$ cat config.mk
export PLATFORM = sky130hd
export DESIGN_NAME = demand_paging_mmu_lru_unit
export DESIGN_NICKNAME = d
export VERILOG_FILES = /design/src/hw/rtl/dpmmu_pkg.sv /design/src/hw/rtl/dpmmu_datapath.sv /design/src/hw/rtl/dpmmu_control.sv /design/src/hw/rtl/demand_paging_mmu_lru_unit.sv
export SDC_FILE = /design/constraint.sdc
export NUM_CORES = 1
export LEC_CHECK = 0
export BUFFER_PORTS_ARGS = -buffer_cell sky130_fd_sc_hd__buf_2
export CORE_MARGIN = 2
export CORE_UTILIZATION = 45
export CTS_BUF_LIST = sky130_fd_sc_hd__clkbuf_8
export DETAILED_ROUTE_END_ITERATION = 12
export PLACE_DENSITY = 0.64
export SLEW_MARGIN = 20
export SYNTH_ARGS = -nofsm -noshare
export SYNTH_HDL_FRONTEND = slang
export SYNTH_SLANG_ARGS = --single-unit
$ cat constraint.sdc
create_clock -name clock -period 5 [get_ports clock]
set_clock_uncertainty 0.05 [all_clocks]
set_input_delay 0.25 -clock clock [delete_from_list [all_inputs] [get_ports clock]]
set_output_delay 0.25 -clock clock [all_outputs]
set_load 0.05 [all_outputs]
$ cat src/hw/rtl/dpmmu_pkg.sv
`timescale 1ns / 1ps
// Shared constants and controller/datapath interface types for the paging MMU.
package dpmmu_pkg;

   localparam int VA_W         = 32;
   localparam int PA_W         = 20;
   localparam int CMD_W        = 2;
   localparam int SHIFT_W      = 5;
   localparam int PAGES_CFG_W  = 7;
   localparam int FRAMES_CFG_W = 5;
   localparam int CSR_DATA_W   = 7;
   localparam int CSR_IDX_W    = 2;

   localparam logic [CSR_IDX_W-1:0] CSR_PAGE_SHIFT    = 2'd0;
   localparam logic [CSR_IDX_W-1:0] CSR_PAGES_IN_USE  = 2'd1;
   localparam logic [CSR_IDX_W-1:0] CSR_FRAMES_IN_USE = 2'd2;

   localparam logic [SHIFT_W-1:0]      RST_PAGE_SHIFT    = 5'd8;
   localparam logic [PAGES_CFG_W-1:0]  RST_PAGES_IN_USE  = 7'd64;
   localparam logic [FRAMES_CFG_W-1:0] RST_FRAMES_IN_USE = 5'd16;

   localparam logic [CMD_W-1:0] CMD_WRITE = 2'd1;

   typedef struct packed {
      logic clear;
      logic capture;
      logic hit;
      logic alloc;
      logic scan_init;
      logic scan_step;
      logic victim_sel;
      logic victim_take;
      logic commit;
      logic result_load;
   } dpmmu_cmd_type;

   typedef struct packed {
      logic clear_last;
      logic illegal;
      logic present;
      logic free_avail;
      logic scan_last;
      logic out_free;
   } dpmmu_status_type;

endpackage

$ cat src/hw/rtl/dpmmu_datapath.sv
`timescale 1ns / 1ps
// Datapath: config registers, page map, frame tables, LRU scan and result register.
module dpmmu_datapath #(
   parameter int MAX_PAGES  = 64,
   parameter int MAX_FRAMES = 16,
   parameter int STAMP_BITS = 32
) (
   input  logic                                   clock,
   input  logic                                   reset,
   input  logic                                   csr_write_enable,
   input  logic [dpmmu_pkg::CSR_IDX_W-1:0]        csr_index,
   input  logic [dpmmu_pkg::CSR_DATA_W-1:0]       csr_write_data,
   input  logic [dpmmu_pkg::VA_W-1:0]             req_virtual_address,
   input  logic [dpmmu_pkg::CMD_W-1:0]            req_command,
   output logic                                   rsp_valid,
   input  logic                                   rsp_ready,
   output logic [dpmmu_pkg::PA_W-1:0]             rsp_physical_address,
   output logic                                   rsp_illegal,
   output logic                                   rsp_page_fault,
   output logic                                   rsp_evicted,
   output logic [$clog2(MAX_PAGES)-1:0]           rsp_victim_page,
   output logic                                   rsp_victim_writeback,
   output logic [((MAX_FRAMES > 1) ? $clog2(MAX_FRAMES) : 1)-1:0] rsp_frame_used,
   input  dpmmu_pkg::dpmmu_cmd_type               cmd,
   output dpmmu_pkg::dpmmu_status_type            status
);

   localparam int PAGE_W  = $clog2(MAX_PAGES);
   localparam int FRAME_W = (MAX_FRAMES > 1) ? $clog2(MAX_FRAMES) : 1;
   localparam int FCNT_W  = $clog2(MAX_FRAMES + 1);
   localparam int VA_W    = dpmmu_pkg::VA_W;
   localparam int PA_W    = dpmmu_pkg::PA_W;

   typedef struct packed {
      logic               present;
      logic [FRAME_W-1:0] frame;
   } map_entry_type;

   // configuration
   logic [dpmmu_pkg::SHIFT_W-1:0]      shift_ff;
   logic [dpmmu_pkg::PAGES_CFG_W-1:0]  pages_ff;
   logic [dpmmu_pkg::FRAMES_CFG_W-1:0] frames_ff;

   // current word
   logic [VA_W-1:0]               va_ff;
   logic [dpmmu_pkg::CMD_W-1:0]   op_ff;
   logic [FRAME_W-1:0]            frame_ff;
   logic                          fault_ff;
   logic                          evicted_ff;
   logic [PAGE_W-1:0]             victim_ff;
   logic                          wb_ff;

   // page map
   map_entry_type                 map_mem [MAX_PAGES];
   map_entry_type                 map_rd_ff;
   logic                          map_we;
   logic [PAGE_W-1:0]             map_waddr;
   map_entry_type                 map_wdata;
   logic [PAGE_W-1:0]             clr_idx_ff;

   // frame tables
   logic [PAGE_W-1:0]             owner_mem [MAX_FRAMES];
   logic [STAMP_BITS-1:0]         stamp_mem [MAX_FRAMES];
   logic                          dirty_mem [MAX_FRAMES];
   logic [PAGE_W-1:0]             owner_rd_ff;
   logic                          dirty_rd_ff;
   logic [STAMP_BITS-1:0]         stamp_rd_ff;

   logic [FCNT_W-1:0]             next_free_ff;
   logic [STAMP_BITS-1:0]         clock_ff;

   // LRU scan
   logic [FRAME_W-1:0]            rd_idx_ff;
   logic [FRAME_W-1:0]            cmp_idx_ff;
   logic                          cmp_valid_ff;
   logic [FRAME_W-1:0]            best_ff;
   logic [STAMP_BITS-1:0]         best_stamp_ff;

   // result register
   logic                          rsp_valid_ff;
   logic [PA_W-1:0]               rsp_pa_ff;
   logic                          rsp_illegal_ff;
   logic                          rsp_fault_ff;
   logic                          rsp_evicted_ff;
   logic [PAGE_W-1:0]             rsp_victim_ff;
   logic                          rsp_wb_ff;
   logic [FRAME_W-1:0]            rsp_frame_ff;

   logic [VA_W-1:0]               page_num;
   logic [VA_W-1:0]               offset;
   logic [PAGE_W-1:0]             page_idx;
   logic [VA_W-1:0]               eff_pages;
   logic [FCNT_W-1:0]             eff_frames;
   logic [VA_W-1:0]               pa_sum;
   logic                          is_write;

   assign page_num = va_ff >> shift_ff;
   assign offset   = va_ff & ~({VA_W{1'b1}} << shift_ff);
   assign page_idx = page_num[PAGE_W-1:0];
   assign pa_sum   = (VA_W'(frame_ff) << shift_ff) + offset;
   assign is_write = (op_ff == dpmmu_pkg::CMD_WRITE);

   always_comb begin
      if (32'(pages_ff) > 32'(MAX_PAGES)) begin
         eff_pages = 32'(MAX_PAGES);
      end else begin
         eff_pages = 32'(pages_ff);
      end
      if (frames_ff == '0) begin
         eff_frames = FCNT_W'(1);
      end else if (32'(frames_ff) > 32'(MAX_FRAMES)) begin
         eff_frames = FCNT_W'(MAX_FRAMES);
      end else begin
         eff_frames = FCNT_W'(frames_ff);
      end
   end

   always_comb begin
      status.clear_last = (clr_idx_ff == PAGE_W'(MAX_PAGES - 1));
      status.illegal    = (page_num >= eff_pages);
      status.present    = map_rd_ff.present;
      status.free_avail = (next_free_ff < eff_frames);
      status.scan_last  = (FCNT_W'(rd_idx_ff) == eff_frames - FCNT_W'(1));
      status.out_free   = !rsp_valid_ff || rsp_ready;
   end

   // page map write port
   always_comb begin
      map_we    = 1'b0;
      map_waddr = page_idx;
      map_wdata = '0;
      if (cmd.clear) begin
         map_we    = 1'b1;
         map_waddr = clr_idx_ff;
      end else if (cmd.victim_take) begin
         map_we    = 1'b1;
         map_waddr = owner_rd_ff;
      end else if (cmd.commit && fault_ff) begin
         map_we            = 1'b1;
         map_wdata.present = 1'b1;
         map_wdata.frame   = frame_ff;
      end
   end

   always_ff @(posedge clock) begin
      if (map_we) begin
         map_mem[map_waddr] <= map_wdata;
      end
      map_rd_ff <= map_mem[page_idx];
   end

   always_ff @(posedge clock) begin
      if (cmd.commit) begin
         stamp_mem[frame_ff] <= clock_ff;
         if (fault_ff) begin
            owner_mem[frame_ff] <= page_idx;
         end
         if (fault_ff || is_write) begin
            dirty_mem[frame_ff] <= is_write;
         end
      end
      stamp_rd_ff <= stamp_mem[rd_idx_ff];
      owner_rd_ff <= owner_mem[best_ff];
      dirty_rd_ff <= dirty_mem[best_ff];
   end

   // control registers
   always_ff @(posedge clock) begin
      if (reset) begin
         shift_ff     <= dpmmu_pkg::RST_PAGE_SHIFT;
         pages_ff     <= dpmmu_pkg::RST_PAGES_IN_USE;
         frames_ff    <= dpmmu_pkg::RST_FRAMES_IN_USE;
         clr_idx_ff   <= '0;
         next_free_ff <= '0;
         clock_ff     <= '0;
         cmp_valid_ff <= 1'b0;
         rsp_valid_ff <= 1'b0;
      end else begin
         if (csr_write_enable) begin
            unique case (csr_index)
               dpmmu_pkg::CSR_PAGE_SHIFT: begin
                  shift_ff <= csr_write_data[dpmmu_pkg::SHIFT_W-1:0];
               end
               dpmmu_pkg::CSR_PAGES_IN_USE: begin
                  pages_ff <= csr_write_data[dpmmu_pkg::PAGES_CFG_W-1:0];
               end
               dpmmu_pkg::CSR_FRAMES_IN_USE: begin
                  frames_ff <= csr_write_data[dpmmu_pkg::FRAMES_CFG_W-1:0];
               end
               default: begin
               end
            endcase
         end
         if (cmd.clear) begin
            clr_idx_ff <= clr_idx_ff + PAGE_W'(1);
         end
         if (cmd.alloc) begin
            next_free_ff <= next_free_ff + FCNT_W'(1);
         end
         if (cmd.commit) begin
            clock_ff <= clock_ff + STAMP_BITS'(1);
         end
         cmp_valid_ff <= cmd.scan_step;
         if (cmd.result_load) begin
            rsp_valid_ff <= 1'b1;
         end else if (rsp_ready) begin
            rsp_valid_ff <= 1'b0;
         end
      end
   end

   // payload registers
   always_ff @(posedge clock) begin
      if (cmd.capture) begin
         va_ff      <= req_virtual_address;
         op_ff      <= req_command;
         fault_ff   <= 1'b0;
         evicted_ff <= 1'b0;
         victim_ff  <= '0;
         wb_ff      <= 1'b0;
      end
      if (cmd.hit) begin
         frame_ff <= map_rd_ff.frame;
      end
      if (cmd.alloc) begin
         frame_ff <= FRAME_W'(next_free_ff);
         fault_ff <= 1'b1;
      end
      if (cmd.scan_init) begin
         rd_idx_ff <= '0;
         fault_ff  <= 1'b1;
      end
      if (cmd.scan_step) begin
         rd_idx_ff  <= rd_idx_ff + FRAME_W'(1);
         cmp_idx_ff <= rd_idx_ff;
      end
      // strict compare keeps the lowest frame on equal stamps
      if (cmp_valid_ff && (cmp_idx_ff == '0 || best_stamp_ff > stamp_rd_ff)) begin
         best_ff       <= cmp_idx_ff;
         best_stamp_ff <= stamp_rd_ff;
      end
      if (cmd.victim_sel) begin
         frame_ff <= best_ff;
      end
      if (cmd.victim_take) begin
         evicted_ff <= 1'b1;
         victim_ff  <= owner_rd_ff;
         wb_ff      <= dirty_rd_ff;
      end
      if (cmd.result_load) begin
         if (status.illegal) begin
            rsp_pa_ff      <= '0;
            rsp_illegal_ff <= 1'b1;
            rsp_fault_ff   <= 1'b0;
            rsp_evicted_ff <= 1'b0;
            rsp_victim_ff  <= '0;
            rsp_wb_ff      <= 1'b0;
            rsp_frame_ff   <= '0;
         end else begin
            rsp_pa_ff      <= pa_sum[PA_W-1:0];
            rsp_illegal_ff <= 1'b0;
            rsp_fault_ff   <= fault_ff;
            rsp_evicted_ff <= evicted_ff;
            rsp_victim_ff  <= victim_ff;
            rsp_wb_ff      <= wb_ff;
            rsp_frame_ff   <= frame_ff;
         end
      end
   end

   assign rsp_valid            = rsp_valid_ff;
   assign rsp_physical_address = rsp_pa_ff;
   assign rsp_illegal          = rsp_illegal_ff;
   assign rsp_page_fault       = rsp_fault_ff;
   assign rsp_evicted          = rsp_evicted_ff;
   assign rsp_victim_page      = rsp_victim_ff;
   assign rsp_victim_writeback = rsp_wb_ff;
   assign rsp_frame_used       = rsp_frame_ff;

   a_free_bounded: assert property (@(posedge clock) disable iff (reset)
      next_free_ff <= FCNT_W'(MAX_FRAMES))
      else $error("free frame counter beyond frame count");

   a_clock_only_on_commit: assert property (@(posedge clock)
      (!reset && !cmd.commit) |=> (reset || clock_ff == $past(clock_ff)))
      else $error("access clock moved without a commit");

   a_evict_when_full: assert property (@(posedge clock) disable iff (reset)
      cmd.victim_take |-> (next_free_ff >= eff_frames))
      else $error("eviction while a free frame remains");

endmodule

$ cat src/hw/rtl/dpmmu_control.sv
`timescale 1ns / 1ps
// Controller state machine sequencing lookup, allocation, LRU scan and commit.
module dpmmu_control (
   input  logic                        clock,
   input  logic                        reset,
   input  logic                        req_valid,
   output logic                        req_ready,
   input  dpmmu_pkg::dpmmu_status_type status,
   output dpmmu_pkg::dpmmu_cmd_type    cmd
);

   typedef enum logic [3:0] {
      ST_CLEAR,
      ST_IDLE,
      ST_LOOKUP,
      ST_DECIDE,
      ST_SCAN,
      ST_SCAN_LAST,
      ST_VICTIM_RD,
      ST_VICTIM,
      ST_COMMIT,
      ST_RESULT
   } state_type;

   state_type state_ff;
   state_type state_in;

   assign req_ready = (state_ff == ST_IDLE);

   always_comb begin
      state_in = state_ff;
      cmd      = '0;
      unique case (state_ff)
         ST_CLEAR: begin
            cmd.clear = 1'b1;
            if (status.clear_last) begin
               state_in = ST_IDLE;
            end
         end
         ST_IDLE: begin
            if (req_valid) begin
               cmd.capture = 1'b1;
               state_in    = ST_LOOKUP;
            end
         end
         ST_LOOKUP: begin
            state_in = ST_DECIDE;
         end
         ST_DECIDE: begin
            if (status.illegal) begin
               state_in = ST_RESULT;
            end else if (status.present) begin
               cmd.hit  = 1'b1;
               state_in = ST_COMMIT;
            end else if (status.free_avail) begin
               cmd.alloc = 1'b1;
               state_in  = ST_COMMIT;
            end else begin
               cmd.scan_init = 1'b1;
               state_in      = ST_SCAN;
            end
         end
         ST_SCAN: begin
            cmd.scan_step = 1'b1;
            if (status.scan_last) begin
               state_in = ST_SCAN_LAST;
            end
         end
         ST_SCAN_LAST: begin
            state_in = ST_VICTIM_RD;
         end
         ST_VICTIM_RD: begin
            cmd.victim_sel = 1'b1;
            state_in       = ST_VICTIM;
         end
         ST_VICTIM: begin
            cmd.victim_take = 1'b1;
            state_in        = ST_COMMIT;
         end
         ST_COMMIT: begin
            cmd.commit = 1'b1;
            state_in   = ST_RESULT;
         end
         ST_RESULT: begin
            if (status.out_free) begin
               cmd.result_load = 1'b1;
               state_in        = ST_IDLE;
            end
         end
         default: begin
            state_in = ST_IDLE;
         end
      endcase
   end

   always_ff @(posedge clock) begin
      if (reset) begin
         state_ff <= ST_CLEAR;
      end else begin
         state_ff <= state_in;
      end
   end

   a_one_at_a_time: assert property (@(posedge clock)
      (!reset && req_valid && req_ready) |=> (reset || !req_ready))
      else $error("second word taken while one is in flight");

   a_load_needs_room: assert property (@(posedge clock) disable iff (reset)
      cmd.result_load |-> status.out_free)
      else $error("result register overwritten");

   a_scan_only_on_miss: assert property (@(posedge clock) disable iff (reset)
      cmd.scan_step |-> (!status.present && !status.illegal))
      else $error("LRU scan on a resident or illegal page");

endmodule

$ cat src/hw/rtl/demand_paging_mmu_lru_unit.sv
`timescale 1ns / 1ps
// Demand-paging MMU with LRU replacement: top level.
//
// One access word is handled at a time; the next is taken as soon as the
// current result sits in the output register. A miss with all frames in
// use runs an LRU scan over the effective frame count, which reads one
// frame stamp per cycle from the frame stamp memory. After reset the page
// map is cleared entry by entry, while no access word is taken; register
// writes are accepted throughout.
module demand_paging_mmu_lru_unit #(
   parameter int MAX_PAGES  = 64,
   parameter int MAX_FRAMES = 16,
   parameter int STAMP_BITS = 32
) (
   input  logic                                   clock,
   input  logic                                   reset,
   input  logic                                   csr_write_enable,
   input  logic [dpmmu_pkg::CSR_IDX_W-1:0]        csr_index,
   input  logic [dpmmu_pkg::CSR_DATA_W-1:0]       csr_write_data,
   input  logic                                   req_valid,
   output logic                                   req_ready,
   input  logic [dpmmu_pkg::VA_W-1:0]             req_virtual_address,
   input  logic [dpmmu_pkg::CMD_W-1:0]            req_command,
   output logic                                   rsp_valid,
   input  logic                                   rsp_ready,
   output logic [dpmmu_pkg::PA_W-1:0]             rsp_physical_address,
   output logic                                   rsp_illegal,
   output logic                                   rsp_page_fault,
   output logic                                   rsp_evicted,
   output logic [$clog2(MAX_PAGES)-1:0]           rsp_victim_page,
   output logic                                   rsp_victim_writeback,
   output logic [((MAX_FRAMES > 1) ? $clog2(MAX_FRAMES) : 1)-1:0] rsp_frame_used
);

   dpmmu_pkg::dpmmu_cmd_type    cmd;
   dpmmu_pkg::dpmmu_status_type status;

   dpmmu_control u_control (
      .clock     (clock),
      .reset     (reset),
      .req_valid (req_valid),
      .req_ready (req_ready),
      .status    (status),
      .cmd       (cmd)
   );

   dpmmu_datapath #(
      .MAX_PAGES  (MAX_PAGES),
      .MAX_FRAMES (MAX_FRAMES),
      .STAMP_BITS (STAMP_BITS)
   ) u_datapath (
      .clock                (clock),
      .reset                (reset),
      .csr_write_enable     (csr_write_enable),
      .csr_index            (csr_index),
      .csr_write_data       (csr_write_data),
      .req_virtual_address  (req_virtual_address),
      .req_command          (req_command),
      .rsp_valid            (rsp_valid),
      .rsp_ready            (rsp_ready),
      .rsp_physical_address (rsp_physical_address),
      .rsp_illegal          (rsp_illegal),
      .rsp_page_fault       (rsp_page_fault),
      .rsp_evicted          (rsp_evicted),
      .rsp_victim_page      (rsp_victim_page),
      .rsp_victim_writeback (rsp_victim_writeback),
      .rsp_frame_used       (rsp_frame_used),
      .cmd                  (cmd),
      .status               (status)
   );

endmodule
## After elaboration in Yosys (flattened, before gate mapping)

Memory sizes are Yosys's and may differ from the RTL's. A register that Yosys moved wholly into a read port is not among the register bits.
Index checks and enable logic that the tools add are counted.

- Memories: 4
- RAM bits: 944
- Register bits after elaboration: 191
- Output and inout port bits: 36
- Input bits: 48
- Word-level logic and storage cells: 140

- Bitwise gates (word level): 2
- Magnitude comparators: 5
- Eq/ne operators: 18
- Reduce and logical (&&, ||, !) cells: 19
- Shift operators: 3
- Add/sub/neg operators: 6
- Muxes and demuxes: 56

Memory list:

| name | depth | width | read ports | clocked after memory_dff | wr ports | RTL line | text |
|---|---|---|---|---|---|---|---|
| u_datapath.stamp_mem | 16 | 32 | 1 | 1 | 1 | dpmmu_datapath.sv:63 | `logic [STAMP_BITS-1:0] stamp_mem [MAX_FRAMES];` |
| u_datapath.map_mem | 64 | 5 | 1 | 1 | 1 | dpmmu_datapath.sv:54 | `map_entry_type map_mem [MAX_PAGES];` |
| u_datapath.owner_mem | 16 | 6 | 1 | 1 | 1 | dpmmu_datapath.sv:62 | `logic [PAGE_W-1:0] owner_mem [MAX_FRAMES];` |
| u_datapath.dirty_mem | 16 | 1 | 1 | 1 | 1 | dpmmu_datapath.sv:64 | `logic dirty_mem [MAX_FRAMES];` |

Operator list:

| kind | number |
|---|---|
| $mux 4 | 12 |
| $pmux 4 s10 | 1 |
| $add 32x1->32 const B | 1 |
| $ge 32x7->1 | 1 |
| $gt 32x32->1 | 1 |
| $shl 32x5->20 const A | 1 |
| $shr 32x5->32 | 1 |
| $mux 1 | 30 |
| $mux 5 | 5 |
| $mux 6 | 4 |
| $add 20x20->20 | 1 |
| $and 20x20->20 | 1 |
| $not 20->20 | 1 |
| $shl 4x5->20 | 1 |
| $eq 4x3->1 const B | 4 |
| $eq 4x2->1 const B | 2 |
| $eq 4x4->1 const B | 2 |
| $logic_not 4->1 | 2 |
| $ne 2x2->1 const B | 4 |
| $gt 7x7->1 const B | 1 |
| $mux 7 | 1 |
| $add 6x1->6 const B | 1 |
| $eq 6x6->1 const B | 1 |
| $mux 3 | 2 |
| 20 further kinds | 28 |

## Longest topological paths before layout

Gate-level depths: netlist of run 1.

- Word-level depth: 11
- Mapped depth: 21
- Gate-level depth less buffers: 15

## Cells and area by module

From an unflattened synthesis of run 1, not the netlist that was laid out.

- Cell total of the unflattened synthesis: 2885
- Area, all modules: 48715.5 um^2

By module, submodules not included:

| module | area an instance (um^2) | seq. area each (um^2) | cells each | times used |
|---|---|---|---|---|
| dpmmu_datapath | 48398.9 | 34202.8 | 2843 | 1 |
| dpmmu_control | 316.6 | 80.1 | 42 | 1 |

## Least setup slack after synthesis of run 1

Ideal clock, no wire load.

- Path type: reg-to-reg
- Start point: register u_datapath.shift_ff[0] in the netlist's numbering
- End point: register u_datapath.frame_ff[0] (enable)
- Library setup time: 338 ps
- Slack: -83 ps
- Path buffers: 8
- Arrival time: 4696 ps
- Clock period less this slack: 5083 ps
- Cell stages (with the launch flop): 21
- Required time: 4612 ps
- Cell sequence: dfxtp_1 buf_6 buf_6 buf_4 buf_2 mux4_2 a22oi_1 o31a_1 o211ai_1 buf_2 buf_2 buf_1 ha_1 a21o_1 a21o_1 a21o_1 a211o_1 a211oi_2 buf_2 nand2_1 o21bai_1

- Cells in the longest elaborated chain, start to end: 5

Ends and longest elaborated chain:

| item | RTL line | text |
|---|---|---|
| start, declared | dpmmu_datapath.sv:40 | `logic [dpmmu_pkg::SHIFT_W-1:0] shift_ff;` |
| start signal, assigned | dpmmu_datapath.sv:170 | `shift_ff <= dpmmu_pkg::RST_PAGE_SHIFT;` |
| start signal, assigned | dpmmu_datapath.sv:182 | `shift_ff <= csr_write_data[dpmmu_pkg::SHIFT_W-1:0];` |
| $shr 32x5->32 | dpmmu_datapath.sv:97 | `assign page_num = va_ff >> shift_ff;` |
| named net u_datapath.page_num[1] | dpmmu_datapath.sv:89 | `logic [VA_W-1:0] page_num;` |
| $ge 32x7->1 | dpmmu_datapath.sv:120 | `status.illegal = (page_num >= eff_pages);` |
| $mux 3 | dpmmu_control.sv:50 | `if (status.illegal) begin` |
| $mux 3 | dpmmu_control.sv:33 | `unique case (state_ff)` |
| $reduce_bool 3->1 (no source line) | - |  |
| end signal, assigned | dpmmu_datapath.sv:223 | `frame_ff <= map_rd_ff.frame;` |
| end signal, assigned | dpmmu_datapath.sv:226 | `frame_ff <= FRAME_W'(next_free_ff);` |
| end signal, assigned | dpmmu_datapath.sv:243 | `frame_ff <= best_ff;` |
| end, declared | dpmmu_datapath.sv:47 | `logic [FRAME_W-1:0] frame_ff;` |

The timed path passes the listed nets, and every way through them passes these cells.
A chain may end at the register's enable or synchronous reset.

## Worst setup path after layout of run 1

- Start point: register u_datapath.shift_ff[1] in the netlist's numbering
- End point: register u_control.state_ff[3]

- Cells in the longest elaborated chain, start to end: 4

Ends and longest elaborated chain:

| item | RTL line | text |
|---|---|---|
| $shr 32x5->32 | dpmmu_datapath.sv:97 |  |
| named net u_datapath.page_num[2] | dpmmu_datapath.sv:89 |  |
| $ge 32x7->1 | dpmmu_datapath.sv:120 |  |
| $mux 4 | dpmmu_control.sv:50 |  |
| $pmux 4 s10 | dpmmu_control.sv:33 |  |
| end signal, assigned | dpmmu_control.sv:100 | `state_ff <= state_in;` |
| end, declared | dpmmu_control.sv:25 | `state_type state_ff;` |

The timed path passes the listed nets, and every way through them passes these cells.

==> run summary, run 1 <==
status: completed
R2R Path End: u_control.state_ff[3]
largest net degree at the start of global routing: 137
Synth Register Bits: 1179
vias in the first global route: 26.9k
Cells after Synth: 2731
dpl cell area: 50600 um2
I/O Buffers: 83
Final Setup Violations: 0
Mapped Area: 48200 um2
WHS: 70.8 ps
post-route insts no fill: 4567
Root Driver: clkbuf_8
min-delay src: req_virtual_address[12]
Slew HR: 28.7%
Die Area: 110000 um2
DR iter-0 viols: 2178
CORE AREA: 107000 um2
Post-CTS Setup Bufs: 0
CTS Buf Count: 186
WL final: 112000 um
Final WS setup: 262 ps
Async SR Flop Fraction: 0%
unrepaired setup endpoints after global routing: false
reg2reg start: u_datapath.shift_ff[1]
count of pins over their slew limit: 0
Tightest Hold Check Type: input pin to register
Yosys top cell by area: edfxtp_1
crit-path most repeated cell: a21o_1
hold path cells: 2
PnR Total Power: 19.3 mW
Arr. time, crit path: 5380 ps
setup TNS: 0 ps
Synth top cells by count: edfxtp_1 (1067), mux4_2 (267), nor2_1 (209)
crit-path max FO: 22
Die Ht: 331 um
syn nets: 2847
crit path time final: 4740 ps
most common cell in the netlist: edfxtp_1
placed insts: 4166
Highest Clock Rate: 0.211 GHz
Worst VDD drop: 0.249 mV
drt drc: 0
CTS tree: built
Worst-Margin Slew: 1070 ps
critical path, cell by cell: buf_4 -> buf_6 -> mux4_2 -> mux2_2 -> a222oi_1 -> o211a_1 -> inv_1 -> ha_1 -> a21o_1 -> a21o_1 -> a211o_1 -> a211oi_2 -> clkinv_1 -> o31ai_1 -> a21oi_1
EDFF count, synth: 1067
CP Launch Type: register
placer congestion estimate: 0.925
Site Rows: 120
first-pass GRT wire length: 167000 um
dpl hpwl: 67800 um
post-synth top area share: 66.5%
Crit. End Element: register
Final ANT Viol Nets: 0
routed via count: 25.9k
Slowest cell on crit path: clkinv_1
H-tree depth: 4
Die W: 331 um
CP Class: register to register
Worst EP required: 5650 ps
share of layout cells above drive strength 1: 23.3%
Max stage delay on crit path: 530 ps
final worst-path cycle share: 94.8%
grt ovf: 0
Cell variety after synth: 68
worst setup slack after placement: 190 ps
Clk Latency, worst-skew pair: 850 ps
Worst-path clk slew: 60 ps
GRT Overall Usage: 20.6%
sequential area share after synthesis: 71.2%
most common flop cell mapped by yosys: edfxtp_1
clock sinks: 1179
Top delay family on crit path: compound AO/OA/AOI/OAI gates
mean routed wirelength per cell: 24.6 um
Hold EP: u_datapath.va_ff[12]
antenna violations before repair: 1
Reg2Reg Depth: 15
Final Core Density: 51.5%
area grow syn2layout: 13.9%
Buf/Inv on CP: 4
Pleak: 18.4 nW
Via density: 5.68
Synth warnings: 0
Power Density: 352 nW/um2
Max-Cap Viols: 0
# fillers: 8585
Final Net Count: 3121
I/O Pins: 84
drt first pass iters: 7
syn avg cell area: 17.6 um2
top cells by area, synth: edfxtp_1 (67%), mux4_2 (12%), dfxtp_1 (4.7%)
CTS Buffer Depth: 3
internal reg-to-reg setup slack: 260 ps
Fin. Hold Viols: 0
post-route cell area: 54900 um2
Starting Density: 45.2%
[area by class of cell]
type                    instances  area (um2)  share of cell area, %
flip-flops and latches       1179       34300                   62.5
multi-input cells            1354       13300                   24.2
clock buffers                 196        2700                   4.92
well taps                    1403        1760                   3.20
repair buffers                225        1660                   3.02
clock inverters               148         986                   1.80
inverters                      59         221                  0.404
diodes                          3        7.51                 0.0137
[kinds of logic after synthesis]
group | after synthesis | share of synthesized area [%]
AOI/OAI and AO/OA | 273 | 3.71
xor gates and xnor gates | 53 | 0.964
adders and majority gates | 68 | 1.78
buffers and inverters | 198 | 1.61
DFF | 1179 | 71.2
muxes | 386 | 15.0
and+or+nand+nor | 574 | 5.77
[flip-flops by register name, indices dropped and copies added (netlist names), 7 cells and up]
signal                           count
u_datapath.best_stamp_ff            32
u_datapath.stamp_rd_ff              32
u_datapath.map_mem                 320
u_datapath.pages_ff                  7
u_datapath.rsp_physical_address     20
u_datapath.clock_ff                 32
u_datapath.stamp_mem               512
u_datapath.owner_mem                96
u_datapath.va_ff                    32
u_datapath.dirty_mem                16
[report_power, final]
group	switching, mW	total [mW]	internal [mW]
Combinational	0.412	0.699	0.287
Clock	3.79	7.94	4.16
Sequential	0.0388	10.7	10.7
Total	4.24	19.3	15.1
[worst max-delay path by stage]
stage	start	end	cells past startpoint
after global placement	u_datapath.shift_ff[1]	u_control.state_ff[3]	15
after global routing	u_datapath.shift_ff[1]	u_control.state_ff[3]	15
final	u_datapath.shift_ff[1]	u_control.state_ff[3]	15
after CTS	u_datapath.shift_ff[0]	u_control.state_ff[3]	14
after floorplan	u_datapath.shift_ff[0]	u_datapath.frame_ff[0]	20
after detailed placement	u_datapath.shift_ff[0]	u_control.state_ff[3]	14
[per-layer routing]
metal	vias up	global-route usage, %	part of all wire [%]
met5	-	0	0
met4	0	7.24	2.7
met3	205	3.79	5.6
met2	838	34.3	51
met1	13400	27.2	41
li1	11500	-	-
[what timing repair did]
action / CTS / global route
hold buffers: 54 / 0
endpoints found under the hold margin: 75 / 0
endpoints found under the setup margin: 0 / 8
gates resized for setup: 0 / 2
[layout by cell type, fill, tap and decap left out, drive strengths merged, types with 65 or more instances in the layout]
cell type  netlist  final
buf             44    171
nor2           209    209
inv             56    129
ha              67     67
mux2i          109    109
clkinv           3     65
mux4           267    267
edfxtp        1067   1067
clkbuf          95    196
nand2          101    101
dfxtp          112    112
(Power assumes the default switching activity.)
==> run 2: changes to the inputs <==
--- a/config.mk
+++ b/config.mk
@@ -14,4 +14,5 @@
 export SLEW_MARGIN = 20
 export SYNTH_ARGS = -nofsm -noshare
 export SYNTH_HDL_FRONTEND = slang
+export SYNTH_HIERARCHICAL = 1
 export SYNTH_SLANG_ARGS = --single-unit
==> run 2 against run 1 <==
Net effect: cell area rose by 1.2%; critical path depth grew 1; worst setup slack improved by 75 ps; non-clock buffer count increased by 26; critical path type unchanged; synthesized cell count grew 5.6%; via count up 4.6%; final cell count rose by 3.5%; sequential power about the same; wire length down 0.30%; die area up 1.1%; global-route usage decreased by 0.35 points; critical endpoint is now u_datapath/rd_idx_ff[3].
==> run summary, run 2 <==
status: completed (unchanged)
WL final: 112000 um (about the same)
Cells after Synth: 2885 (was 2731)
first-pass GRT wire length: 169000 um (was 167000 um)
Final Setup Violations: 0 (unchanged)
Synth top cells by count: edfxtp_1 (1067), mux4_2 (232), nor2_1 (196) (was edfxtp_1 (1067), mux4_2 (267), nor2_1 (209))
Tightest Hold Check Type: input pin to register (unchanged)
Reg with most FFs: u_datapath/stamp_mem (was u_datapath.stamp_mem)
Clk Latency, worst-skew pair: 850 ps (about the same)
Worst VDD drop: 0.256 mV (was 0.249 mV)
syn avg cell area: 16.9 um2 (was 17.6 um2)
post-route cell area: 55500 um2 (was 54900 um2)
I/O Pins: 84 (unchanged)
most frequent cells in the layout: edfxtp_1 (1067), mux4_2 (232), clkbuf_8 (204) (was edfxtp_1 (1067), mux4_2 (267), nor2_1 (196), clkbuf_8 (196), inv_1 (120))
CP Launch Type: register (unchanged)
post-synth top area share: 65.8% (was 66.5%)
setup TNS: 0 ps (unchanged)
drt drc: 0 (unchanged)
area of the multi-input gates: 13700 um2 (was 13300 um2)
largest net degree at the start of global routing: 125 (was 137)
Buf/Inv on CP: 1 (was 4)
Die Area: 111000 um2 (was 110000 um2)
dpl hpwl: 68000 um (was 67800 um)
Starting Density: 45.4% (was 45.2%)
H-tree depth: 4 (unchanged)
routed via count: 27.1k (was 25.9k)
Max-Cap Viols: 0 (unchanged)
unrepaired setup endpoints after global routing: false (unchanged)
Die Ht: 333 um (was 331 um)
critical path, cell by cell: mux4_2 -> mux4_2 -> a211oi_4 -> ha_1 -> nand2b_1 -> a21o_1 -> a21o_1 -> a21oi_1 -> nor2b_1 -> o21ai_0 -> nand2b_1 -> a211oi_4 -> inv_1 -> or4_4 -> nor3_1 -> or2_2 (was buf_4 -> buf_6 -> mux4_2 -> mux2_2 -> a222oi_1 -> o211a_1 -> inv_1 -> ha_1 -> a21o_1 -> a21o_1 -> a211o_1 -> a211oi_2 -> clkinv_1 -> o31ai_1 -> a21oi_1)
Crit. End Element: register (unchanged)
Worst-Margin Slew: 1120 ps (was 1070 ps)
Arr. time, crit path: 5150 ps (was 5380 ps)
Synth warnings: 6 (was 0)
Max stage delay on crit path: 530 ps (about the same)
# fillers: 8676 (was 8585)
Die W: 333 um (was 331 um)
Power Density: 348 nW/um2 (was 352 nW/um2)
Fin. Hold Viols: 0 (unchanged)
drt first pass iters: 6 (was 7)
CORE AREA: 107000 um2 (about the same)
share of layout cells above drive strength 1: 21.7% (was 23.3%)
Pleak: 18.6 nW (was 18.4 nW)
Reg area: 34300 um2 (about the same)
most common flop cell mapped by yosys: edfxtp_1 (unchanged)
Final ANT Viol Nets: 0 (unchanged)
I/O Buffers: 83 (unchanged)
Slew HR: 24.5% (was 28.7%)
clock sinks: 1179 (unchanged)
Worst EP required: 5490 ps (was 5650 ps)
Slowest cell on crit path: mux4_2 (was clkinv_1)
Top delay family on crit path: compound AO/OA/AOI/OAI gates (unchanged)
sequential area share after synthesis: 70.4% (was 71.2%)
most common cell after layout, fill and taps aside: edfxtp_1 (unchanged)
crit-path max FO: 6 (was 22)
vias in the first global route: 27.9k (was 26.9k)
Final Net Count: 3282 (was 3121)
Yosys top cell by area: edfxtp_1 (unchanged)
CTS tree: built (unchanged)
Site Rows: 120 (unchanged)
Cell variety after synth: 70 (was 68)
grt ovf: 0 (unchanged)
placer congestion estimate: 0.892 (was 0.925)
CTS Buf Count: 185 (was 186)
Largest register FFs: 512 (unchanged)
top cells by area, synth: edfxtp_1 (66%), mux4_2 (11%), dfxtp_1 (4.6%) (was edfxtp_1 (67%), mux4_2 (12%), dfxtp_1 (4.7%))
antenna violations before repair: 4 (was 1)
Mapped Area: 48700 um2 (was 48200 um2)
WHS: 83.1 ps (was 70.8 ps)
crit path time final: 4660 ps (was 4740 ps)
Highest Clock Rate: 0.214 GHz (was 0.211 GHz)
dpl cell area: 51200 um2 (was 50600 um2)
EDFF count, synth: 1067 (unchanged)
CP Class: register to register (unchanged)
area grow syn2layout: 13.9% (about the same)
Synth Register Bits: 1179 (unchanged)
final worst-path cycle share: 93.2% (was 94.8%)
Async SR Flop Fraction: 0% (unchanged)
Via density: 5.74 (was 5.68)
CTS Buffer Depth: 3 (unchanged)
mean routed wirelength per cell: 23.7 um (was 24.6 um)
GRT Overall Usage: 20.2% (was 20.6%)
most common cell in the netlist: edfxtp_1 (unchanged)
Post-CTS Setup Bufs: 0 (unchanged)
Root Driver: clkbuf_8 (unchanged)
DR iter-0 viols: 2727 (was 2178)
largest registers: u_datapath/stamp_mem (512), u_datapath/map_mem (320), u_datapath/owner_mem (96) (was u_datapath.stamp_mem (512), u_datapath.map_mem (320), u_datapath.owner_mem (96))
Worst-path clk slew: 60 ps (about the same)
syn nets: 3000 (was 2847)
count of pins over their slew limit: 0 (unchanged)
==> run 2: cell types whose count changed after synthesis, moves of 13 or more <==
cell,change
mux2i_1,+29
a211oi_1,+46
a31oi_1,+29
nor3_1,+30
o22ai_1,-43
buf_2,+17
mux4_2,-35
and2_1,+29
o211ai_1,+13
nor2_1,-13
nand2_1,+50
==> run 2: path summary, 6_finish.rpt <==
path | from | end | slack (ps) | depth (start not counted)
max | u_datapath/va_ff[30] | u_datapath/rd_idx_ff[3] | 340 | 16
min | req_virtual_address[11] | u_datapath/va_ff[11] | 80 | 2
max reg2reg | u_datapath/va_ff[30] | u_datapath/rd_idx_ff[3] | 340 | 16
min reg2reg | u_datapath/stamp_rd_ff[10] | u_datapath/best_stamp_ff[10] | 380 | 0
==> run 2: cell type report <==
class | instances | share of cell area, %
repair buffers | 251 | 3.52
flip-flops and latches | 1179 | 61.8
well taps | 1403 | 3.16
clock inverters | 138 | 1.38
multi-input cells | 1492 | 24.7
diodes | 1 | 0.00451
inverters | 58 | 0.401
clock buffers | 204 | 5.06
==> run 2: through the flow <==
stage	utilization, %	setup slack (ps)	total power, mW	cells
2_1_floorplan	-	3.56	11.4	2885
3_3_place_gp	47.7	230	11.7	4310
3_5_place_dp	47.7	277	11.7	4310
4_1_cts	51.7	249	19.5	4724
5_1_grt	51.8	48.2	20.0	4726
6_report	51.8	338	19.3	4726
==> run 2: per-layer routing <==
metal	track usage, %	vias to the layer above	share of wire [%]
met5	0	-	0.022
met4	6.39	4	2.3
met3	3.58	194	6.8
met2	33.1	1083	49
met1	27.6	13900	42
li1	-	12000	-
==> run 2: repair_timing <==
action,4_1_cts,5_1_grt
gates resized for setup,0,4
endpoints found under the hold margin,98,0
hold buffers,72,0
endpoints found under the setup margin,0,27
==> run 2: where the power goes <==
| group | leakage (nW) | internal, mW | switching [mW] |
|---|---|---|---|
| sequential | 10.2 | 10.7 | 0.0417 |
| combinational | 6.32 | 0.312 | 0.536 |
| clock | 2.07 | 3.99 | 3.74 |
==> run 2: cells by family (layout without fill, tap and decap cells) <==
| kind of cell | Yosys count | count (layout) | synth area share, % |
|---|---|---|---|
| AOI/OAI and AO/OA | 300 | 300 | 4.21 |
| xor gates and xnor gates | 57 | 57 | 1.02 |
| adders and majority gates | 67 | 67 | 1.74 |
| buffers and inverters | 214 | 651 | 1.91 |
| DFF | 1179 | 1179 | 70.4 |
| muxes | 387 | 387 | 14.0 |
| other | 0 | 1 | 0 |
| and+or+nand+nor | 681 | 681 | 6.79 |
